==> config.mk <==
export PLATFORM = sky130hd
export DESIGN_NAME = pwm_actuator_peak_current_guard
export DESIGN_NICKNAME = d
export VERILOG_FILES = /design/src/rtl/pwmg_pkg.sv /design/src/rtl/pwmg_regs.sv /design/src/rtl/pwm_actuator_peak_current_guard.sv
export SDC_FILE = /design/constraint.sdc
export NUM_CORES = 1
export LEC_CHECK = 0
export ABC_CLOCK_PERIOD_IN_PS = 6150
export BUFFER_PORTS_ARGS = -buffer_cell sky130_fd_sc_hd__buf_2
export CAP_MARGIN = 0
export CORE_ASPECT_RATIO = 1.25
export CORE_MARGIN = 2
export CORE_UTILIZATION = 40
export CTS_BUF_LIST = sky130_fd_sc_hd__clkbuf_4
export DETAILED_ROUTE_END_ITERATION = 16
export SETUP_SLACK_MARGIN = 0.4
export SLEW_MARGIN = 0
export SYNTH_ARGS = -nofsm -noshare
export SYNTH_HDL_FRONTEND = slang
export SYNTH_HIERARCHICAL = 1
export SYNTH_SLANG_ARGS = --single-unit
==> constraint.sdc <==
create_clock -name aclk -period 6.15 [get_ports aclk]
set_clock_uncertainty 0.2 [all_clocks]
set_input_delay 0 -clock aclk [delete_from_list [all_inputs] [get_ports aclk]]
set_output_delay 0 -clock aclk [all_outputs]
set_load 0.02 [all_outputs]
==> src/rtl/pwmg_pkg.sv <==
// Shared types and constants for the PWM actuator peak current guard.
package pwmg_pkg;

    // Register map, index = paddr[3:2]
    localparam logic [1:0] REG_ABS_LIMIT   = 2'd0;
    localparam logic [1:0] REG_TARGET_DROP = 2'd1;
    localparam logic [1:0] REG_FAST_HOLD   = 2'd2;
    localparam logic [1:0] REG_REV_COAST   = 2'd3;

    localparam int unsigned ADDR_W = 4;
    localparam int unsigned DATA_W = 32;

    localparam logic [15:0] RST_ABS_LIMIT   = 16'd0;
    localparam logic [15:0] RST_TARGET_DROP = 16'd200;
    localparam logic [7:0]  RST_FAST_HOLD   = 8'd8;
    localparam logic [7:0]  RST_REV_COAST   = 8'd2;

    // Sign codes
    localparam logic [1:0] SIGN_NONE = 2'd0;
    localparam logic [1:0] SIGN_POS  = 2'd1;
    localparam logic [1:0] SIGN_NEG  = 2'd2;

    // Decay modes on the output
    localparam logic [1:0] MODE_COAST = 2'd0;
    localparam logic [1:0] MODE_SLOW  = 2'd2;
    localparam logic [1:0] MODE_FAST  = 2'd3;

    // Decay selection codes on a command
    localparam logic [7:0] SEL_FIXED_LO = 8'd1;
    localparam logic [7:0] SEL_FIXED_HI = 8'd3;
    localparam logic [7:0] SEL_AUTO     = 8'd4;

    localparam logic signed [15:0] PWM_MAX = 16'sd1000;
    localparam logic signed [15:0] PWM_MIN = -16'sd1000;

    localparam logic [15:0] CHOP_MAX = 16'hFFFF;

    typedef struct packed {
        logic [15:0] peak_limit_ma;
        logic [15:0] target_drop_ma;
        logic [7:0]  fast_hold_cycles;
        logic [7:0]  flip_coast_cycles;
    } cfg_t;

endpackage

==> src/rtl/pwmg_regs.sv <==
// APB configuration registers of the peak current guard.
module pwmg_regs (
    input  logic                        aclk,
    input  logic                        aresetn,
    input  logic                        psel,
    input  logic                        penable,
    input  logic                        pwrite,
    input  logic [pwmg_pkg::ADDR_W-1:0] paddr,
    input  logic [pwmg_pkg::DATA_W-1:0] pwdata,
    output logic [pwmg_pkg::DATA_W-1:0] prdata,
    output logic                        pready,
    output pwmg_pkg::cfg_t              cfg
);

    pwmg_pkg::cfg_t cfg_reg;
    logic           wr_en;
    logic [1:0]     idx;

    assign pready = 1'b1;
    assign idx    = paddr[3:2];
    assign wr_en  = psel && penable && pwrite;
    assign cfg    = cfg_reg;

    always_ff @(posedge aclk) begin
        if (!aresetn) begin
            cfg_reg.peak_limit_ma     <= pwmg_pkg::RST_ABS_LIMIT;
            cfg_reg.target_drop_ma    <= pwmg_pkg::RST_TARGET_DROP;
            cfg_reg.fast_hold_cycles  <= pwmg_pkg::RST_FAST_HOLD;
            cfg_reg.flip_coast_cycles <= pwmg_pkg::RST_REV_COAST;
        end else if (wr_en) begin
            unique case (idx)
                pwmg_pkg::REG_ABS_LIMIT:   cfg_reg.peak_limit_ma     <= pwdata[15:0];
                pwmg_pkg::REG_TARGET_DROP: cfg_reg.target_drop_ma    <= pwdata[15:0];
                pwmg_pkg::REG_FAST_HOLD:   cfg_reg.fast_hold_cycles  <= pwdata[7:0];
                pwmg_pkg::REG_REV_COAST:   cfg_reg.flip_coast_cycles <= pwdata[7:0];
                default: ;
            endcase
        end
    end

    always_comb begin
        unique case (idx)
            pwmg_pkg::REG_ABS_LIMIT:   prdata = {16'd0, cfg_reg.peak_limit_ma};
            pwmg_pkg::REG_TARGET_DROP: prdata = {16'd0, cfg_reg.target_drop_ma};
            pwmg_pkg::REG_FAST_HOLD:   prdata = {24'd0, cfg_reg.fast_hold_cycles};
            pwmg_pkg::REG_REV_COAST:   prdata = {24'd0, cfg_reg.flip_coast_cycles};
            default:                   prdata = '0;
        endcase
    end

endmodule

==> src/rtl/pwm_actuator_peak_current_guard.sv <==
// Top level of the PWM actuator with synchronous peak current guard.
//
//  channel | direction | handshake          | word carries
//  --------+-----------+--------------------+-------------------------------------------
//  s_      | in        | s_valid / s_ready  | command or PWM-cycle item
//  m_      | out       | m_valid / m_ready  | duty, decay mode, hard limit, chop count
//  apb     | in        | psel/penable/pready| four configuration registers
//
//  One word per clock while m_ready keeps up: the whole step is one pass of compare
//  and counter logic between the runtime state registers and the result register.
//  Each accepted word yields exactly one result word, held in the result register.
//  s_ready is high while the result register is empty or being drained, so a
//  stalled m_ready holds the input only once the result register is full.
//  aresetn (synchronous, active low) clears the runtime state, the chop count
//  and the result valid flag, and loads the register reset values.
module pwm_actuator_peak_current_guard (
    input  logic                        aclk,
    input  logic                        aresetn,

    input  logic                        s_valid,
    output logic                        s_ready,
    input  logic                        s_mode,
    input  logic                        s_enable,
    input  logic signed [15:0]          s_target_current_ma,
    input  logic signed [15:0]          s_feedforward_pwm,
    input  logic [7:0]                  s_pwm_mode_select,
    input  logic signed [15:0]          s_measured_current_ma,
    input  logic                        s_sample_valid,

    output logic                        m_valid,
    input  logic                        m_ready,
    output logic signed [10:0]          m_duty_permille,
    output logic [1:0]                  m_decay_mode,
    output logic                        m_hard_limit,
    output logic [15:0]                 m_chop_event_count,

    input  logic                        psel,
    input  logic                        penable,
    input  logic                        pwrite,
    input  logic [pwmg_pkg::ADDR_W-1:0] paddr,
    input  logic [pwmg_pkg::DATA_W-1:0] pwdata,
    output logic [pwmg_pkg::DATA_W-1:0] prdata,
    output logic                        pready
);

    pwmg_pkg::cfg_t cfg;

    pwmg_regs u_regs (
        .aclk    (aclk),
        .aresetn (aresetn),
        .psel    (psel),
        .penable (penable),
        .pwrite  (pwrite),
        .paddr   (paddr),
        .pwdata  (pwdata),
        .prdata  (prdata),
        .pready  (pready),
        .cfg     (cfg)
    );

    // Runtime state; the feedforward is kept already clamped to +-1000.
    logic               en_reg,    en_next;
    logic signed [10:0] ff_reg,    ff_next;
    logic [7:0]         sel_reg,   sel_next;
    logic [1:0]         pts_reg,   pts_next;
    logic [15:0]        ptm_reg,   ptm_next;
    logic [1:0]         pvs_reg,   pvs_next;
    logic [7:0]         coast_reg, coast_next;
    logic [7:0]         hold_reg,  hold_next;
    logic [15:0]        chop_reg,  chop_next;

    // Result register
    logic               m_valid_reg;
    logic signed [10:0] power_reg, power_next;
    logic [1:0]         dmode_reg, dmode_next;
    logic               hard_reg,  hard_next;
    logic [15:0]        count_reg;

    logic               in_fire;
    logic [15:0]        tgt_mag;
    logic [1:0]         tgt_sign;
    logic [16:0]        drop_sum;
    logic signed [10:0] ff_clamped;
    logic [15:0]        meas_mag;
    logic [1:0]         vs;
    logic [7:0]         coast_work;
    logic               trip;

    assign s_ready = !m_valid_reg || m_ready;
    assign in_fire = s_valid && s_ready;

    assign m_valid            = m_valid_reg;
    assign m_duty_permille    = power_reg;
    assign m_decay_mode       = dmode_reg;
    assign m_hard_limit       = hard_reg;
    assign m_chop_event_count = count_reg;

    // Magnitudes fit 16 unsigned bits: minus 32768 negates to 0x8000.
    assign tgt_mag  = s_target_current_ma[15] ? 16'(-s_target_current_ma)
                                              : 16'(s_target_current_ma);
    assign meas_mag = s_measured_current_ma[15] ? 16'(-s_measured_current_ma)
                                                : 16'(s_measured_current_ma);
    assign tgt_sign = s_target_current_ma[15] ? pwmg_pkg::SIGN_NEG : pwmg_pkg::SIGN_POS;
    assign drop_sum = {1'b0, tgt_mag} + {1'b0, cfg.target_drop_ma};

    always_comb begin
        if (s_feedforward_pwm > pwmg_pkg::PWM_MAX) begin
            ff_clamped = 11'(pwmg_pkg::PWM_MAX);
        end else if (s_feedforward_pwm < pwmg_pkg::PWM_MIN) begin
            ff_clamped = 11'(pwmg_pkg::PWM_MIN);
        end else begin
            ff_clamped = s_feedforward_pwm[10:0];
        end
    end

    assign vs = (ff_reg > 11'sd0) ? pwmg_pkg::SIGN_POS :
                (ff_reg < 11'sd0) ? pwmg_pkg::SIGN_NEG : pwmg_pkg::SIGN_NONE;

    // Reversal rearms the coast counter before the guard and coast checks.
    assign coast_work = (pvs_reg != pwmg_pkg::SIGN_NONE && vs != pwmg_pkg::SIGN_NONE &&
                         vs != pvs_reg) ? cfg.flip_coast_cycles : coast_reg;

    assign trip = s_sample_valid && (cfg.peak_limit_ma != 16'd0) &&
                  (meas_mag >= cfg.peak_limit_ma);

    always_comb begin
        en_next    = en_reg;
        ff_next    = ff_reg;
        sel_next   = sel_reg;
        pts_next   = pts_reg;
        ptm_next   = ptm_reg;
        pvs_next   = pvs_reg;
        coast_next = coast_reg;
        hold_next  = hold_reg;
        chop_next  = chop_reg;
        power_next = '0;
        dmode_next = pwmg_pkg::MODE_COAST;
        hard_next  = 1'b0;

        if (s_mode) begin
            if (!s_enable || s_target_current_ma == 16'sd0) begin
                // Disable: drop the runtime state, keep the decay selection.
                en_next    = 1'b0;
                ff_next    = '0;
                pts_next   = pwmg_pkg::SIGN_NONE;
                ptm_next   = '0;
                pvs_next   = pwmg_pkg::SIGN_NONE;
                coast_next = '0;
                hold_next  = '0;
            end else begin
                if (s_pwm_mode_select == pwmg_pkg::SEL_AUTO) begin
                    // Sign flip or large drop arms the fast hold, not on first enable.
                    if (en_reg && ((pts_reg != pwmg_pkg::SIGN_NONE && tgt_sign != pts_reg) ||
                                   {1'b0, ptm_reg} >= drop_sum)) begin
                        hold_next = cfg.fast_hold_cycles;
                    end
                end else begin
                    hold_next = '0;
                end
                ff_next  = ff_clamped;
                sel_next = s_pwm_mode_select;
                pts_next = tgt_sign;
                ptm_next = tgt_mag;
                en_next  = 1'b1;
            end
        end else if (!en_reg) begin
            pts_next   = pwmg_pkg::SIGN_NONE;
            ptm_next   = '0;
            pvs_next   = pwmg_pkg::SIGN_NONE;
            coast_next = '0;
            hold_next  = '0;
        end else begin
            if (vs != pwmg_pkg::SIGN_NONE) begin
                pvs_next = vs;
            end
            coast_next = coast_work;
            if (trip) begin
                // Coast this cycle, flag it and bump the saturating chop count.
                if (chop_reg != pwmg_pkg::CHOP_MAX) begin
                    chop_next = chop_reg + 16'd1;
                end
                hard_next = 1'b1;
            end else if (coast_work != 8'd0) begin
                coast_next = coast_work - 8'd1;
            end else begin
                if (sel_reg >= pwmg_pkg::SEL_FIXED_LO && sel_reg <= pwmg_pkg::SEL_FIXED_HI) begin
                    dmode_next = sel_reg[1:0];
                end else if (sel_reg == pwmg_pkg::SEL_AUTO && hold_reg != 8'd0) begin
                    hold_next  = hold_reg - 8'd1;
                    dmode_next = pwmg_pkg::MODE_FAST;
                end else begin
                    dmode_next = pwmg_pkg::MODE_SLOW;
                end
                // Zero duty coasts, the hold still counts down.
                if (ff_reg == 11'sd0) begin
                    dmode_next = pwmg_pkg::MODE_COAST;
                end
                power_next = ff_reg;
            end
        end
    end

    always_ff @(posedge aclk) begin
        if (!aresetn) begin
            en_reg    <= 1'b0;
            ff_reg    <= '0;
            sel_reg   <= pwmg_pkg::SEL_AUTO;
            pts_reg   <= pwmg_pkg::SIGN_NONE;
            ptm_reg   <= '0;
            pvs_reg   <= pwmg_pkg::SIGN_NONE;
            coast_reg <= '0;
            hold_reg  <= '0;
            chop_reg  <= '0;
        end else if (in_fire) begin
            en_reg    <= en_next;
            ff_reg    <= ff_next;
            sel_reg   <= sel_next;
            pts_reg   <= pts_next;
            ptm_reg   <= ptm_next;
            pvs_reg   <= pvs_next;
            coast_reg <= coast_next;
            hold_reg  <= hold_next;
            chop_reg  <= chop_next;
        end
    end

    // Load the result word on accept, release it once taken.
    always_ff @(posedge aclk) begin
        if (!aresetn) begin
            m_valid_reg <= 1'b0;
        end else if (in_fire) begin
            m_valid_reg <= 1'b1;
        end else if (m_ready) begin
            m_valid_reg <= 1'b0;
        end
    end

    always_ff @(posedge aclk) begin
        if (in_fire) begin
            power_reg <= power_next;
            dmode_reg <= dmode_next;
            hard_reg  <= hard_next;
            count_reg <= chop_next;
        end
    end

    // Every accepted word shows up as a result on the next cycle.
    a_fire_gives_result: assert property (@(posedge aclk) disable iff (!aresetn)
        in_fire |=> m_valid_reg)
        else $error("accepted word produced no result");

    // A command word always returns zero drive with no trip.
    a_cmd_zero_drive: assert property (@(posedge aclk) disable iff (!aresetn)
        in_fire && s_mode |=> power_reg == 11'sd0 &&
                              dmode_reg == pwmg_pkg::MODE_COAST && !hard_reg)
        else $error("command word returned drive");

    // A guard trip never drives the bridge.
    a_trip_coasts: assert property (@(posedge aclk) disable iff (!aresetn)
        m_valid_reg && hard_reg |-> power_reg == 11'sd0 &&
                                    dmode_reg == pwmg_pkg::MODE_COAST)
        else $error("hard limit with nonzero drive");

    // While disabled the runtime counters and signs stay cleared.
    a_disabled_clear: assert property (@(posedge aclk) disable iff (!aresetn)
        !en_reg |-> coast_reg == 8'd0 && hold_reg == 8'd0 &&
                    pvs_reg == pwmg_pkg::SIGN_NONE && pts_reg == pwmg_pkg::SIGN_NONE)
        else $error("runtime state not cleared while disabled");

    // The chop count never goes down outside reset.
    a_chop_monotonic: assert property (@(posedge aclk) disable iff (!aresetn)
        $past(aresetn) |-> chop_reg >= $past(chop_reg))
        else $error("chop count decreased");

endmodule
==> metrics <==
status finished with violations; failing checks design-rule violations; max incr delay on CP around 640 ps; TritonRoute pass-1 iters 11; max-cap violations 0; reg-to-reg startpoint u_regs/cfg[16]; net total in the final layout 1,416; worst-case register-to-register setup slack approximately 1600 ps; required time at the endpoint of the critical path 6380 ps; cells after synthesis 1,035; vertical extent of the die ~170 um; final hold slack 43.54 ps; Final setup viols 0; Die Footprint between 20,000 and 25,000 sq um; count of routing violations after the opening detailed-route iteration 395; cell class contributing the biggest share of worst-path delay simple AND/OR/NAND/NOR gates; Vias/cell roughly 5.3; hold crit path type primary input to register; Pwr Density 185.0 nW/um^2; fin crit share 83.83%; CTS tree done; slew at the pin closest to its max-slew limit 1242 ps; half-perimeter wire length after detailed placement 17.39 mm; length in cells of the worst reg-to-reg path 18; number of placement rows 62; Post-Route WL around 24 mm; DRC Markers 9; global router's overall resource usage roughly a fifth; most used cell, CP sky130_fd_sc_hd__ha_1; total design power 2109 uW; number of levels in the clock H-tree 4; library cells used by synthesis 87; Pleak 0.004576 uW; initial antenna violation count 1; Achievable Freq 194.0 MHz; via count of the first global-routing pass 8,037; cell types with the largest area share after synthesis sky130_fd_sc_hd__dfxtp_1, sky130_fd_sc_hd__edfxtp_1, sky130_fd_sc_hd__ha_1; core box area 22,880 sq um; clock buffer count from CTS 17; post-layout instance area 11,400 sq um; part of the Yosys area used for sequential elements 35.87%; global-route wire length before repair 39.96 mm; endpoint of the lowest-slack register-to-register path hold_reg[2]; flip-flop count of the largest register after layout 48; final-report max-slew violation count 0; number of buffers and inverters on the critical path 3; clock latency on the worst-skew pair 570 ps; post-layout min period between 5000 and 6000 ps; commonest cells after routing, fill and taps aside sky130_fd_sc_hd__nand2_1, sky130_fd_sc_hd__buf_2, sky130_fd_sc_hd__dfxtp_1; last weighted congestion value of the routability-driven placer a little over 0.8; clock-pin slew reported for the worst setup and hold paths after clock tree synthesis 120 ps; total number of cells along the worst setup path 24; worst-case headroom to the max-slew limit 17.06%; remaining global-route overflow 0; die outline width about 140 um; largest net degree at the start of global routing 57; setup repair after global routing missed its margin no; clock root buffer sky130_fd_sc_hd__clkbuf_4; capturing instance or port of the critical path hold_reg[2]; count of yosys warnings during synthesis 6; Setup TNS Final 0 ps; IO Port Bufs 131; Critical Path Slowest Stage Cell sky130_fd_sc_hd__or4_1; post-synthesis sequential element count about 150; ANT nets after route 0; CP Max Fanout 11; cell accounting for the most synthesized area sky130_fd_sc_hd__dfxtp_1; Clock Sink Count ~150; post-detailed-route wirelength per cell 15.65 um; total vias in the final route a little over 8,000; Critical Setup Path Class primary input to register; area fraction of the dominant cell type after synthesis roughly a quarter; Most used DFF post-synth sky130_fd_sc_hd__dfxtp_1; arrival time reported for the critical path endpoint around 5400 ps; starting density of the core 40.48%; Netlist Area Pre-Place 9264 sq um; layout overhead on the synthesized area 23.08%; Avg Inst Size Synth roughly 9 sq um; IR Drop Worst-Case VDD 0.1190 mV; hold violation count in the final report 0; most common cell after layout, fill and taps aside sky130_fd_sc_hd__nand2_1; fraction of registers with async set/reset 0%; Critical path origin s_target_current_ma[2]; crit end category register; number of flops mapped to enable cells by yosys 30; buffers from clock root to sink, at most 2; Critical Path, Cell by Cell dlygate4sd3_1 -> buf_2 -> or4_1 -> nor3_1 -> nand3b_1 -> nand2_1 -> xnor2_1 -> ha_1 -> and4_1 -> nand4_1 -> and4b_1 -> o21ai_1 -> a211oi_1 -> or2_2 -> xor2_1 -> ha_1 -> a2111oi_0 -> a31oi_1 -> o2111a_1 -> o31a_2 -> o21ai_4 -> buf_12 -> mux2i_1 -> a21oi_1; Worst Setup Start Kind primary input; instance area at placement between 10,000 and 15,000 sq um; number of primary I/O pins 167; fraction of layout instances using a drive strength above 1 16.86%
-- report_power, final --
part / leakage, uW / switching [uW] / internal [uW] / total [uW]
combinational: 0.00314 / 245 / 197 / 442
clock: 0.000152 / 371 / 248 / 620
sequential: 0.00128 / 16.1 / 1030 / 1050
total: 0.00458 / 633 / 1480 / 2110
-- synthesized netlist by cell type (5+ instances only) --
library cell and count:
sky130_fd_sc_hd__a21o_1 8, sky130_fd_sc_hd__o31ai_1 11, sky130_fd_sc_hd__nor4_1 11, sky130_fd_sc_hd__clkbuf_1 28, sky130_fd_sc_hd__o21ai_0 27, sky130_fd_sc_hd__xor2_1 22, sky130_fd_sc_hd__a211oi_1 5, sky130_fd_sc_hd__a31oi_1 6
sky130_fd_sc_hd__mux4_2 8, sky130_fd_sc_hd__nand4_1 11, sky130_fd_sc_hd__buf_4 21, sky130_fd_sc_hd__nor2b_1 10, sky130_fd_sc_hd__nand3_1 28, sky130_fd_sc_hd__mux2i_1 62, sky130_fd_sc_hd__ha_1 57, sky130_fd_sc_hd__inv_1 38
sky130_fd_sc_hd__a22oi_1 28, sky130_fd_sc_hd__nand2_1 158, sky130_fd_sc_hd__a21oi_1 60, sky130_fd_sc_hd__dfxtp_1 121, sky130_fd_sc_hd__xnor2_1 51, sky130_fd_sc_hd__nor3_1 21, sky130_fd_sc_hd__nor2_1 78, sky130_fd_sc_hd__nand2b_1 8
sky130_fd_sc_hd__and3_1 21, sky130_fd_sc_hd__edfxtp_1 30
-- cell families after synthesis --
family,Yosys count,synth area share [%]
compound gates,198,14.74
xor+xnor,73,6.902
fa+ha+maj,58,7.915
buf+inv,97,5.321
flops,151,35.87
mux,72,8.887
other cells,2,0.08107
simple gates,384,20.29
-- worst min path at each step --
stage | from | end | cells past startpoint | slack (ps)
finish | s_pwm_mode_select[1] | sel_reg[1] | 4 | 40
global placement | s_valid | m_valid | 3 | 50
global route | pwdata[8] | u_regs/cfg[24] | 4 | 8
floorplan | s_pwm_mode_select[2] | sel_reg[2] | 2 | -80
CTS | s_pwm_mode_select[6] | sel_reg[6] | 4 | 0.006
detailed placement | s_valid | m_valid | 3 | 60
-- stage by stage --
step,utilization [%],instances,worst slack (ps)
after floorplan,-,1050,1676
after global routing,49.83,1558,503.4
after CTS,49.63,1554,909.4
after detailed placement,43.85,1417,839.3
final,49.83,1558,994.3
after global placement,43.85,1417,906.9
-- worst min-delay path: cells and delay by family --
| kind | cells | cell delay [ps] |
|---|---|---|
| simple gates | 1 | 50 |
| compound gates | 1 | 50 |
| buf+inv | 2 | 660 |
-- final cells by class --
cell class              count  area [sq um]
flip-flops and latches    151          3323
inverters                  39         146.4
well taps                 288         360.3
clock buffers              19         142.6
diodes                      1         2.502
repair buffers            245          1787
multi-input cells         802          5510
fillers                  2210         11480
clock inverters            13         130.1
-- layer usage --
metal / vias to the layer above / GRT usage [%] / routed length [um]
li1: 4129 / - / -
met1: 3897 / 24.18 / 10240
met2: 210 / 36.84 / 12590
met3: 40 / 2.893 / 878
met4: 0 / 7.281 / 664
met5: - / 0 / 0
-- timing repair --
item,4_1_cts,5_1_grt
endpoints found under the setup margin,0,4
buffers inserted,0,3
endpoints found under the hold margin,102,0
resized for setup,0,1
hold buffers,105,0
(Power assumes the default switching activity.)
